[config.mk]
export PLATFORM = sky130hd
export DESIGN_NAME = spectral_peak_pitch_estimator_core
export DESIGN_NICKNAME = d
export VERILOG_FILES = /design/src/rtl/spe_pkg.sv /design/src/rtl/spe_front.sv /design/src/rtl/spe_job_fifo.sv /design/src/rtl/spe_back.sv /design/src/rtl/spectral_peak_pitch_estimator_core.sv
export SDC_FILE = /design/constraint.sdc
export NUM_CORES = 2
export LEC_CHECK = 0
export ABC_AREA = 1
export BUFFER_PORTS_ARGS = -buffer_cell sky130_fd_sc_hd__buf_2
export CAP_MARGIN = 40
export CORE_MARGIN = 2
export CORE_UTILIZATION = 50
export CTS_BUF_LIST = sky130_fd_sc_hd__clkbuf_8
export DETAILED_ROUTE_END_ITERATION = 7
export MAX_ROUTING_LAYER = met4
export PLACE_DENSITY = 0.65
export SKIP_LAST_GASP = 1
export SLEW_MARGIN = 20
export SYNTH_ARGS = -nofsm -noshare
export SYNTH_HDL_FRONTEND = slang
export SYNTH_SLANG_ARGS = --single-unit
[constraint.sdc]
create_clock -name i_clk -period 20.6 [get_ports i_clk]
set_input_delay 1.03 -clock i_clk [delete_from_list [all_inputs] [get_ports i_clk]]
set_output_delay 1.03 -clock i_clk [all_outputs]
set_load 0.01 [all_outputs]
[src/rtl/spe_pkg.sv]
package spe_pkg;

    localparam int ORDER_W    = 4;
    localparam int FS_W       = 18;
    localparam int HZ_W       = 17;
    localparam int FREQ_W     = 25;
    localparam int NOTE_W     = 7;
    localparam int FRAC_W     = 8;
    localparam int MIN_ORDER  = 4;
    localparam int NOTE_EDGES = 127;
    localparam int EDGE_W     = 22;
    localparam int CFG_IDX_W  = 2;
    localparam int CFG_DATA_W = 18;

    // output tdata field positions
    localparam int PV_LSB   = 0;
    localparam int NOTE_LSB = 1;
    localparam int FREQ_LSB = NOTE_LSB + NOTE_W;
    localparam int BIN_LSB  = FREQ_LSB + FREQ_W;

    localparam logic [FREQ_W-1:0] FREQ_LIMIT = {FREQ_W{1'b1}};

    typedef enum logic [CFG_IDX_W-1:0] {
        CFG_FFT_ORDER   = 2'd0,
        CFG_SAMPLE_RATE = 2'd1,
        CFG_MIN_FREQ    = 2'd2,
        CFG_MAX_FREQ    = 2'd3
    } t_cfg_idx;

    typedef enum logic [2:0] {
        S_IDLE,
        S_PREP,
        S_MUL,
        S_DIV,
        S_RND,
        S_NOTE,
        S_DONE
    } t_back_state;

    typedef struct packed {
        logic valid;
        logic ready;
    } t_job_hs;

    // lower edge of each midi note above 0, hz in q8
    localparam logic [EDGE_W-1:0] NOTE_EDGE [0:NOTE_EDGES-1] = '{
        22'd2155, 22'd2283, 22'd2419, 22'd2562, 22'd2715, 22'd2876, 22'd3047, 22'd3228,
        22'd3420, 22'd3624, 22'd3839, 22'd4067, 22'd4309, 22'd4565, 22'd4837, 22'd5124,
        22'd5429, 22'd5752, 22'd6094, 22'd6456, 22'd6840, 22'd7247, 22'd7678, 22'd8134,
        22'd8618, 22'd9130, 22'd9673, 22'd10248, 22'd10858, 22'd11503, 22'd12187,
        22'd12912, 22'd13680, 22'd14493, 22'd15355, 22'd16268, 22'd17235, 22'd18260,
        22'd19346, 22'd20496, 22'd21715, 22'd23006, 22'd24374, 22'd25823, 22'd27359,
        22'd28986, 22'd30709, 22'd32535, 22'd34470, 22'd36520, 22'd38691, 22'd40992,
        22'd43429, 22'd46012, 22'd48748, 22'd51646, 22'd54717, 22'd57971, 22'd61418,
        22'd65070, 22'd68939, 22'd73039, 22'd77382, 22'd81983, 22'd86858, 22'd92023,
        22'd97495, 22'd103292, 22'd109434, 22'd115941, 22'd122835, 22'd130139,
        22'd137878, 22'd146077, 22'd154763, 22'd163965, 22'd173715, 22'd184045,
        22'd194989, 22'd206583, 22'd218867, 22'd231882, 22'd245670, 22'd260278,
        22'd275755, 22'd292153, 22'd309525, 22'd327930, 22'd347430, 22'd368089,
        22'd389977, 22'd413166, 22'd437734, 22'd463763, 22'd491340, 22'd520556,
        22'd551510, 22'd584305, 22'd619049, 22'd655860, 22'd694859, 22'd736177,
        22'd779953, 22'd826331, 22'd875467, 22'd927525, 22'd982679, 22'd1041112,
        22'd1103020, 22'd1168609, 22'd1238098, 22'd1311719, 22'd1389718, 22'd1472354,
        22'd1559905, 22'd1652662, 22'd1750934, 22'd1855050, 22'd1965357, 22'd2082223,
        22'd2206039, 22'd2337217, 22'd2476195, 22'd2623437, 22'd2779435, 22'd2944708,
        22'd3119810
    };

endpackage

[src/rtl/spe_front.sv]
module spe_front #(
    parameter int MAX_FFT_ORDER = 12,
    parameter int MAG_BITS      = 24,
    parameter int OW            = 5,
    parameter int JOB_W         = 3 * 24 + 11 + 1 + 5
) (
    input  logic                        i_clk,
    input  logic                        i_rst_n,
    input  logic [spe_pkg::ORDER_W-1:0] i_fft_order,
    input  logic                        i_valid,
    output logic                        o_ready,
    input  logic [MAG_BITS-1:0]         i_mag,
    output spe_pkg::t_job_hs            o_push,
    input  logic                        i_full,
    output logic [JOB_W-1:0]            o_job
);
    import spe_pkg::*;

    localparam int CW = MAX_FFT_ORDER - 1;

    logic [CW-1:0]       r_cnt, n_cnt;
    logic [MAG_BITS-1:0] r_best, n_best;
    logic [CW-1:0]       r_bbin, n_bbin;
    logic [MAG_BITS-1:0] r_prev, n_prev;
    logic [MAG_BITS-1:0] r_left, n_left;
    logic [MAG_BITS-1:0] r_right, n_right;
    logic                r_cap, n_cap;

    logic [OW-1:0] eff_order;
    logic [CW:0]   nbins;
    logic [CW-1:0] last_idx;
    logic          accept;
    logic          last;
    logic          interp;

    always_comb begin
        if (OW'(i_fft_order) < OW'(MIN_ORDER)) begin
            eff_order = OW'(MIN_ORDER);
        end else if (OW'(i_fft_order) > OW'(MAX_FFT_ORDER)) begin
            eff_order = OW'(MAX_FFT_ORDER);
        end else begin
            eff_order = OW'(i_fft_order);
        end
    end

    assign nbins    = (CW+1)'(1) << (eff_order - OW'(1));
    assign last_idx = CW'(nbins - (CW+1)'(1));
    assign o_ready  = !i_full;
    assign accept   = i_valid && o_ready;
    assign last     = r_cnt >= last_idx;

    always_comb begin
        n_right = r_cap ? i_mag : r_right;
        n_cap   = 1'b0;
        n_best  = r_best;
        n_bbin  = r_bbin;
        n_left  = r_left;
        if (r_cnt >= CW'(2) && i_mag > r_best) begin
            n_best = i_mag;
            n_bbin = r_cnt;
            n_left = r_prev;
            n_cap  = 1'b1;
        end
        n_prev = i_mag;
        n_cnt  = r_cnt + CW'(1);
    end

    assign interp = (n_bbin > CW'(1)) && (n_bbin < last_idx);

    assign o_push.valid = accept && last;
    assign o_push.ready = 1'b0;
    assign o_job        = {eff_order, interp, n_bbin, n_right, n_best, n_left};

    always_ff @(posedge i_clk) begin
        if (!i_rst_n || (accept && last)) begin
            r_cnt   <= '0;
            r_best  <= '0;
            r_bbin  <= '0;
            r_prev  <= '0;
            r_left  <= '0;
            r_right <= '0;
            r_cap   <= 1'b0;
        end else if (accept) begin
            r_cnt   <= n_cnt;
            r_best  <= n_best;
            r_bbin  <= n_bbin;
            r_prev  <= n_prev;
            r_left  <= n_left;
            r_right <= n_right;
            r_cap   <= n_cap;
        end
    end

endmodule

[src/rtl/spe_job_fifo.sv]
module spe_job_fifo #(
    parameter int JOB_W = 93
) (
    input  logic             i_clk,
    input  logic             i_rst_n,
    input  spe_pkg::t_job_hs i_push,
    input  logic [JOB_W-1:0] i_wdata,
    output logic             o_full,
    input  spe_pkg::t_job_hs i_pop,
    output logic             o_empty,
    output logic [JOB_W-1:0] o_rdata
);
    import spe_pkg::*;

    logic [JOB_W-1:0] r_mem [0:1];
    logic             r_wp, r_rp;
    logic [1:0]       r_cnt;
    logic             do_push, do_pop;

    assign o_full  = r_cnt == 2'd2;
    assign o_empty = r_cnt == 2'd0;
    assign o_rdata = r_mem[r_rp];
    assign do_push = i_push.valid && !o_full;
    assign do_pop  = i_pop.ready && !o_empty;

    always_ff @(posedge i_clk) begin
        if (do_push) begin
            r_mem[r_wp] <= i_wdata;
        end
    end

    always_ff @(posedge i_clk) begin
        if (!i_rst_n) begin
            r_wp  <= 1'b0;
            r_rp  <= 1'b0;
            r_cnt <= 2'd0;
        end else begin
            if (do_push) begin
                r_wp <= !r_wp;
            end
            if (do_pop) begin
                r_rp <= !r_rp;
            end
            r_cnt <= r_cnt + 2'(do_push) - 2'(do_pop);
        end
    end

endmodule

[src/rtl/spe_back.sv]
module spe_back #(
    parameter int MAX_FFT_ORDER = 12,
    parameter int MAG_BITS      = 24,
    parameter int OW            = 5,
    parameter int JOB_W         = 93,
    parameter int OUT_W         = 48
) (
    input  logic                     i_clk,
    input  logic                     i_rst_n,
    input  logic [spe_pkg::FS_W-1:0] i_fs,
    input  logic [spe_pkg::HZ_W-1:0] i_min_hz,
    input  logic [spe_pkg::HZ_W-1:0] i_max_hz,
    input  logic                     i_empty,
    input  logic [JOB_W-1:0]         i_job,
    output spe_pkg::t_job_hs         o_pop,
    output logic                     o_valid,
    input  logic                     i_ready,
    output logic [OUT_W-1:0]         o_data
);
    import spe_pkg::*;

    localparam int CW    = MAX_FFT_ORDER - 1;
    localparam int DW    = MAG_BITS + 4;
    localparam int DENW  = MAG_BITS + 3;
    localparam int NSW   = CW + DW + 2;
    localparam int NW    = NSW - 1;
    localparam int PW    = NW + FS_W;
    localparam int DVW   = PW + FRAC_W;
    localparam int QW    = FREQ_W + MAX_FFT_ORDER + 1;
    localparam int CNT_W = $clog2(DVW + 1);

    t_back_state r_state, n_state;

    logic [OW-1:0]       r_order;
    logic                r_interp;
    logic [CW-1:0]       r_bin;
    logic [MAG_BITS-1:0] r_a, r_b, r_c;
    logic [NW-1:0]       r_num;
    logic [DENW-1:0]     r_den;
    logic [FS_W-1:0]     r_mcand;
    logic [PW-1:0]       r_prod;
    logic [DVW-1:0]      r_dvd;
    logic [DENW-1:0]     r_rem;
    logic [QW-1:0]       r_quo;
    logic                r_ovf;
    logic [CNT_W-1:0]    r_cnt;
    logic [FREQ_W-1:0]   r_fq;
    logic [NOTE_W-1:0]   r_note;
    logic [2:0]          r_nbit;
    logic                r_ovalid;
    logic [OUT_W-1:0]    r_odata;

    logic signed [DW-1:0]  s_a, s_b, s_c, s_d;
    logic signed [NSW-1:0] s_num;
    logic [DENW:0]         rem_sh;
    logic                  rem_ge;
    logic [QW:0]           rounded;
    logic [NOTE_W-1:0]     cand;
    logic                  edge_le;
    logic                  pv;
    logic                  out_free;

    assign out_free = !r_ovalid || i_ready;

    // interpolation numerator bin*d + (a-c) with denominator d
    always_comb begin
        s_a   = $signed(DW'(r_a));
        s_b   = $signed(DW'(r_b));
        s_c   = $signed(DW'(r_c));
        s_d   = (s_a - (s_b <<< 1) + s_c) <<< 1;
        s_num = $signed({{(NSW-CW){1'b0}}, r_bin}) * NSW'(s_d) + NSW'(s_a - s_c);
        if (s_d < 0) begin
            s_num = -s_num;
        end
    end

    assign rem_sh = {r_rem, r_dvd[DVW-1]};
    assign rem_ge = rem_sh >= (DENW+1)'(r_den);

    assign rounded = ((QW+1)'(r_quo) + ((QW+1)'(1) << (r_order - OW'(1)))) >> r_order;

    assign cand    = r_note | (NOTE_W'(1) << r_nbit);
    assign edge_le = FREQ_W'(NOTE_EDGE[cand - NOTE_W'(1)]) <= r_fq;

    assign pv = (r_fq > (FREQ_W'(i_min_hz) << FRAC_W)) && (r_fq < (FREQ_W'(i_max_hz) << FRAC_W));

    always_comb begin
        n_state     = r_state;
        o_pop.ready = 1'b0;
        o_pop.valid = 1'b0;
        unique case (r_state)
            S_IDLE: begin
                if (!i_empty) begin
                    o_pop.ready = 1'b1;
                    n_state     = S_PREP;
                end
            end
            S_PREP: begin
                if (r_interp && s_d != 0 && s_num <= 0) begin
                    n_state = S_NOTE;
                end else begin
                    n_state = S_MUL;
                end
            end
            S_MUL: begin
                if (r_cnt == CNT_W'(1)) begin
                    n_state = S_DIV;
                end
            end
            S_DIV: begin
                if (r_cnt == CNT_W'(1)) begin
                    n_state = S_RND;
                end
            end
            S_RND:  n_state = S_NOTE;
            S_NOTE: begin
                if (r_nbit == 3'd0) begin
                    n_state = S_DONE;
                end
            end
            S_DONE: begin
                if (out_free) begin
                    n_state = S_IDLE;
                end
            end
            default: n_state = S_IDLE;
        endcase
    end

    always_ff @(posedge i_clk) begin
        if (!i_rst_n) begin
            r_state <= S_IDLE;
        end else begin
            r_state <= n_state;
        end
    end

    always_ff @(posedge i_clk) begin
        unique case (r_state)
            S_IDLE: begin
                {r_order, r_interp, r_bin, r_c, r_b, r_a} <= i_job;
            end
            S_PREP: begin
                r_mcand <= i_fs;
                r_prod  <= '0;
                r_cnt   <= CNT_W'(FS_W);
                r_note  <= '0;
                r_nbit  <= 3'(NOTE_W - 1);
                r_fq    <= '0;
                if (r_interp && s_d != 0) begin
                    r_num <= NW'(s_num);
                    r_den <= DENW'(s_d < 0 ? -s_d : s_d);
                end else begin
                    r_num <= NW'(r_bin);
                    r_den <= DENW'(1);
                end
            end
            S_MUL: begin
                r_prod  <= (r_prod << 1) + (r_mcand[FS_W-1] ? PW'(r_num) : PW'(0));
                r_mcand <= r_mcand << 1;
                r_cnt   <= r_cnt - CNT_W'(1);
                if (r_cnt == CNT_W'(1)) begin
                    r_dvd <= {(r_prod << 1) + (r_mcand[FS_W-1] ? PW'(r_num) : PW'(0)),
                              FRAC_W'(0)};
                    r_rem <= '0;
                    r_quo <= '0;
                    r_ovf <= 1'b0;
                    r_cnt <= CNT_W'(DVW);
                end
            end
            S_DIV: begin
                r_rem <= rem_ge ? DENW'(rem_sh - (DENW+1)'(r_den)) : DENW'(rem_sh);
                r_quo <= {r_quo[QW-2:0], rem_ge};
                r_ovf <= r_ovf | r_quo[QW-1];
                r_dvd <= r_dvd << 1;
                r_cnt <= r_cnt - CNT_W'(1);
            end
            S_RND: begin
                if (r_ovf || rounded >= (QW+1)'(FREQ_LIMIT)) begin
                    r_fq <= FREQ_LIMIT;
                end else begin
                    r_fq <= FREQ_W'(rounded);
                end
            end
            S_NOTE: begin
                // binary search for the count of edges at or below the frequency
                if (edge_le) begin
                    r_note <= cand;
                end
                r_nbit <= r_nbit - 3'd1;
            end
            S_DONE: ;
            default: ;
        endcase
    end

    always_ff @(posedge i_clk) begin
        if (r_state == S_DONE && out_free) begin
            r_odata <= OUT_W'({r_bin, r_fq, pv ? r_note : NOTE_W'(0), pv});
        end
    end

    always_ff @(posedge i_clk) begin
        if (!i_rst_n) begin
            r_ovalid <= 1'b0;
        end else if (r_state == S_DONE && out_free) begin
            r_ovalid <= 1'b1;
        end else if (i_ready) begin
            r_ovalid <= 1'b0;
        end
    end

    assign o_valid = r_ovalid;
    assign o_data  = r_odata;

endmodule

[src/rtl/spectral_peak_pitch_estimator_core.sv]
// spectral peak pitch estimator
// s_axis: one spectrum magnitude per request, bins 0 .. 2^(fft_order-1)-1 of a
//   frame in order; tdata holds the magnitude. one bin per cycle is taken
//   while the job queue between front and back has room.
// m_axis: one result per frame; tdata holds pitch_valid, midi_note,
//   frequency_q8 and peak_bin from the lowest bit up.
// cfg: register index and data, always ready; write only while idle.
// the front tracks the peak and its neighbours at the bin rate and queues a
//   job at the last bin of each frame; the back works one job at a time:
//   a pop, a setup step, a shift-add multiply by the sample rate, a
//   restoring divide one quotient bit a cycle, a rounding step, a 7-step
//   note search and an output step; a job whose interpolated bin is not
//   positive skips the multiply, divide and rounding and gives frequency
//   zero. the back pops no new job until its last result is in the output
//   register. two frames can be queued; when the back falls behind, the
//   input tready drops until a job slot frees.
// a finished result waits in the output register while the receiver stalls;
//   the back holds its next result until that register is taken.
// reset (synchronous, active low) clears frame state, the queue, the output
//   valid and restores the register defaults.
module spectral_peak_pitch_estimator_core #(
    parameter int MAX_FFT_ORDER = 12,
    parameter int MAG_BITS      = 24
) (
    input  logic                           i_clk,
    input  logic                           i_rst_n,
    input  logic                           i_s_axis_tvalid,
    output logic                           o_s_axis_tready,
    // magnitude
    input  logic [((MAG_BITS+7)/8)*8-1:0]  i_s_axis_tdata,
    output logic                           o_m_axis_tvalid,
    input  logic                           i_m_axis_tready,
    // pitch_valid, midi_note, frequency_q8, peak_bin
    output logic [((MAX_FFT_ORDER+39)/8)*8-1:0] o_m_axis_tdata,
    input  logic                           i_cfg_valid,
    output logic                           o_cfg_ready,
    input  logic [spe_pkg::CFG_IDX_W-1:0]  i_cfg_index,
    input  logic [spe_pkg::CFG_DATA_W-1:0] i_cfg_data
);
    import spe_pkg::*;

    localparam int CW    = MAX_FFT_ORDER - 1;
    localparam int OW    = $clog2(MAX_FFT_ORDER + 1);
    localparam int JOB_W = 3 * MAG_BITS + CW + 1 + OW;
    localparam int OUT_W = ((MAX_FFT_ORDER + 39) / 8) * 8;

    logic [ORDER_W-1:0] r_order;
    logic [FS_W-1:0]    r_fs;
    logic [HZ_W-1:0]    r_min_hz;
    logic [HZ_W-1:0]    r_max_hz;

    t_job_hs          push, pop;
    logic             full, empty;
    logic [JOB_W-1:0] job_in, job_out;

    assign o_cfg_ready = 1'b1;

    always_ff @(posedge i_clk) begin
        if (!i_rst_n) begin
            r_order  <= ORDER_W'(11);
            r_fs     <= FS_W'(44100);
            r_min_hz <= HZ_W'(50);
            r_max_hz <= HZ_W'(2000);
        end else if (i_cfg_valid) begin
            unique case (t_cfg_idx'(i_cfg_index))
                CFG_FFT_ORDER:   r_order  <= i_cfg_data[ORDER_W-1:0];
                CFG_SAMPLE_RATE: r_fs     <= i_cfg_data[FS_W-1:0];
                CFG_MIN_FREQ:    r_min_hz <= i_cfg_data[HZ_W-1:0];
                CFG_MAX_FREQ:    r_max_hz <= i_cfg_data[HZ_W-1:0];
                default: ;
            endcase
        end
    end

    spe_front #(
        .MAX_FFT_ORDER(MAX_FFT_ORDER), .MAG_BITS(MAG_BITS), .OW(OW), .JOB_W(JOB_W)
    ) u_front (
        .i_clk       (i_clk),
        .i_rst_n     (i_rst_n),
        .i_fft_order (r_order),
        .i_valid     (i_s_axis_tvalid),
        .o_ready     (o_s_axis_tready),
        .i_mag       (i_s_axis_tdata[MAG_BITS-1:0]),
        .o_push      (push),
        .i_full      (full),
        .o_job       (job_in)
    );

    spe_job_fifo #(.JOB_W(JOB_W)) u_fifo (
        .i_clk   (i_clk),
        .i_rst_n (i_rst_n),
        .i_push  (push),
        .i_wdata (job_in),
        .o_full  (full),
        .i_pop   (pop),
        .o_empty (empty),
        .o_rdata (job_out)
    );

    spe_back #(
        .MAX_FFT_ORDER(MAX_FFT_ORDER), .MAG_BITS(MAG_BITS), .OW(OW),
        .JOB_W(JOB_W), .OUT_W(OUT_W)
    ) u_back (
        .i_clk    (i_clk),
        .i_rst_n  (i_rst_n),
        .i_fs     (r_fs),
        .i_min_hz (r_min_hz),
        .i_max_hz (r_max_hz),
        .i_empty  (empty),
        .i_job    (job_out),
        .o_pop    (pop),
        .o_valid  (o_m_axis_tvalid),
        .i_ready  (i_m_axis_tready),
        .o_data   (o_m_axis_tdata)
    );

endmodule

==> key figures <==
Status
  – Status: complete, no violations

Placed design
  – Placed cell areas: 63600 sq um
  – HPWL Detailed: 128000 um
  – GPL Wtd Cong: 0.974
  – Place WS: 7.91 ns
  – PortBufs: 94

Die
  – Die Y: 354 um
  – Die Area: 125000 sq um
  – Chip Width: 354 um
  – # rows: 128
  – CORE AREA: 122000 sq um
  – Starting Density: between 50% and 60%
  – Num ports: 100

STA
  – TNS Setup: 0 ns
  – Period utilization: 62.1%
  – Fin worst setup slack: slightly below 8 ns
  – Measured slew at the worst slew-check pin: 0.920 ns
  – Hold Fails Final Rpt: 0
  – RSZ-0062 raised after global routing: false
  – Clk_skew: around 0.048 ns
  – Final Hold Slack: between 0.4 and 0.5 ns
  – Fmax achieved: 0.0781 GHz
  – Tmin final: 12.80 ns
  – Slew Limit Fails: 0
  – Final setup violation count: 0
  – Max-slew headroom: 38.0%

Final layout
  – Cell area after layout: 66500 sq um
  – Reg area: 22200 sq um
  – Layout cells sized above 1: under 10%
  – Layout filler cell count: 11.5k
  – Multi-input combinational cell area: between 30000 and 40000 sq um
  – Fin nets: 8554
  – Area delta synth->final: 8.72%

Global route
  – Initial antenna violation count: 8
  – M2 GR Usage: approximately two fifths
  – Largest net degree at the start of global routing: 83
  – GR Util met3: approximately 4.3%
  – First-pass GRT wire length: about 270000 um
  – Remaining global-route overflow: 0
  – Most Used Layer, Global Route: met2
  – Met1 Use GR: 38.8%
  – Gr usage total: approximately 28%
  – Vias in the first global route: 49.7k

Setup path
  – CP Data Arrival Time: 13.58 ns
  – Kind of critical path: flop to flop
  – CP required: 21.38 ns
  – Crit end category: flop
  – Most used cell, CP: nand2_1
  – CP Max Fanout: 9
  – Critical path origin: u_back.r_a[1]
  – CP max stage cell: o21ai_0
  – Reg2Reg Launch Point: u_back.r_a[1]
  – Startpoint types: flop
  – Max stage delay on crit path: 0.69 ns

Clock tree
  – Num CTS Buffers: 142
  – PostCTS Resize Cnt: 0
  – Clock Path Buffers: 3
  – Clock-pin slew on the worst setup and hold paths: 0.06 ns
  – # clock sinks: 799
  – Postcts setup bufs: 0
  – CTS tree: yes
  – CTS Hold Buffers Added: 0
  – Clk root buf: clkbuf_8
  – Htree depth: 4
  – Clock latency on the worst-skew pair: 0.89 ns

Yosys
  – Post-synth EDFFs: 616
  – Ys async rst share: 0%
  – Yosys top cell area share: a little under a third
  – Mapped Area: 61200 sq um
  – Top cells by count, synth: nand2_1, inv_1, nor2_1
  – Largest area contributor in the netlist: edfxtp_1
  – Synth top area cells: edfxtp_1, nand2_1, fa_1
  – Most common cell in the netlist: nand2_1
  – Synthesized flop and latch total: between 700 and 800
  – Syn_area_per_cell: 7.90 sq um
  – Synth Flop Type: edfxtp_1
  – Unique masters post-synth: 82
  – Seq/Total Area, Yosys: 36.2%
  – Syn. warnings: 0
  – Syn Inst Count: 7746

Route
  – DR iter-0 viols: 4122
  – Drc violations: 0
  – DR vias/cell: ~5.4
  – Antenna-violating nets left: 0
  – Via count of the routed design: ~50k
  – Post-Route WL: roughly 170000 um
  – First-pass DRT Iterations: 8
  – DR WL/cell: ~18 um

Hold path
  – Hold Path Class: input pin to flop
  – Hold Startpoint: i_cfg_data[17]

Run
  – Max_cap viols: 0
==> cells by family after synthesis <==
logic type / Yosys count / share of synthesized area (%)
AND/OR/NAND/NOR: 3345 / 22.5
buffers and inverters: 1485 / 9.27
AO/OA/AOI/OAI: 1178 / 11.1
flip-flops: 799 / 36.2
adder cells (fa/ha/maj): 673 / 17.0
XOR/XNOR: 262 / 3.89
other: 2 / 0.0123
multiplexers: 2 / 0.0327
==> placed cells by master, fill, tap and decap left out, drive strengths merged, types with 16 or more instances in the layout <==
| master | Yosys | final |
|---|---|---|
| fa | 264 | 264 |
| o21ai | 448 | 448 |
| a21o | 16 | 16 |
| buf | 61 | 186 |
| a221oi | 27 | 27 |
| nor3 | 74 | 74 |
| clkinv | 17 | 56 |
| inv | 1218 | 1276 |
| nand3 | 329 | 329 |
| a31oi | 34 | 34 |
| a211oi | 64 | 64 |
| o211ai | 40 | 40 |
| ha | 409 | 409 |
| nor2 | 751 | 751 |
| edfxtp | 616 | 616 |
| clkbuf | 189 | 151 |
| a21oi | 434 | 434 |
| nand4 | 78 | 78 |
| dfxtp | 183 | 183 |
| nor4 | 23 | 23 |
| xnor2 | 105 | 105 |
| nand2 | 2050 | 2050 |
| xor2 | 157 | 157 |
| o21bai | 25 | 25 |
==> routing by layer <==
| metal | vias to the layer above | share of wire [%] |
|---|---|---|
| met4 | 0 | 2.8 |
| met1 | 24117 | 47 |
| met5 | - | 0 |
| met2 | 1610 | 44 |
| met3 | 298 | 7.1 |
| li1 | 25336 | - |
==> final cells by class <==
class	instances	area share [%]
antenna	6	0.0226
clock buffer	151	3.12
clock inverter	109	1.07
inverter	1235	6.97
multi-input combinational	5468	50.3
sequential	799	33.3
tap	1625	3.06
timing repair buffer	186	2.11
==> worst max-delay path: cells and delay by family, from the launching register on <==
| kind | cells | cell delay, ns |
|---|---|---|
| AO/OA/AOI/OAI | 18 | 4.37 |
| XOR/XNOR | 4 | 1.34 |
| adder cells (fa/ha/maj) | 9 | 3.57 |
| buffers and inverters | 6 | 0.39 |
| flip-flops | 1 | 0.40 |
| AND/OR/NAND/NOR | 23 | 2.56 |
==> through the flow <==
stage / cells / util [%]
after floorplan: 7752 / -
after global placement: 9290 / 52.1
after detailed placement: 9307 / 52.3
after CTS: 9567 / 54.6
after global routing: 9576 / 54.7
final: 9579 / 54.7
==> registers in the layout, indices dropped and copies added (netlist names), 24 cells and up <==
| name | flops |
|---|---|
| u_back.o_data | 44 |
| u_back.r_a | 24 |
| u_back.r_b | 24 |
| u_back.r_c | 24 |
| u_back.r_den | 27 |
| u_back.r_dvd | 58 |
| u_back.r_fq | 25 |
| u_back.r_num | 40 |
| u_back.r_prod | 57 |
| u_back.r_quo | 38 |
| u_back.r_rem | 27 |
| u_fifo.r_mem | 176 |
| u_front.r_best | 24 |
| u_front.r_left | 24 |
| u_front.r_prev | 24 |
| u_front.r_right | 24 |
==> final timing paths <==
path / endpoint / cells past startpoint / slack [ns]
worst max-delay path: u_back.r_state[0] / 60 / 7.80
worst min-delay path: r_fs[17] / 3 / 0.43
worst max register to register: u_back.r_state[0] / 60 / 7.80
worst min register to register: r_fs[15] / 2 / 0.46
Power is not shown: default switching activity piles up to over one toggle a cycle in this logic, so the estimate is an artifact.
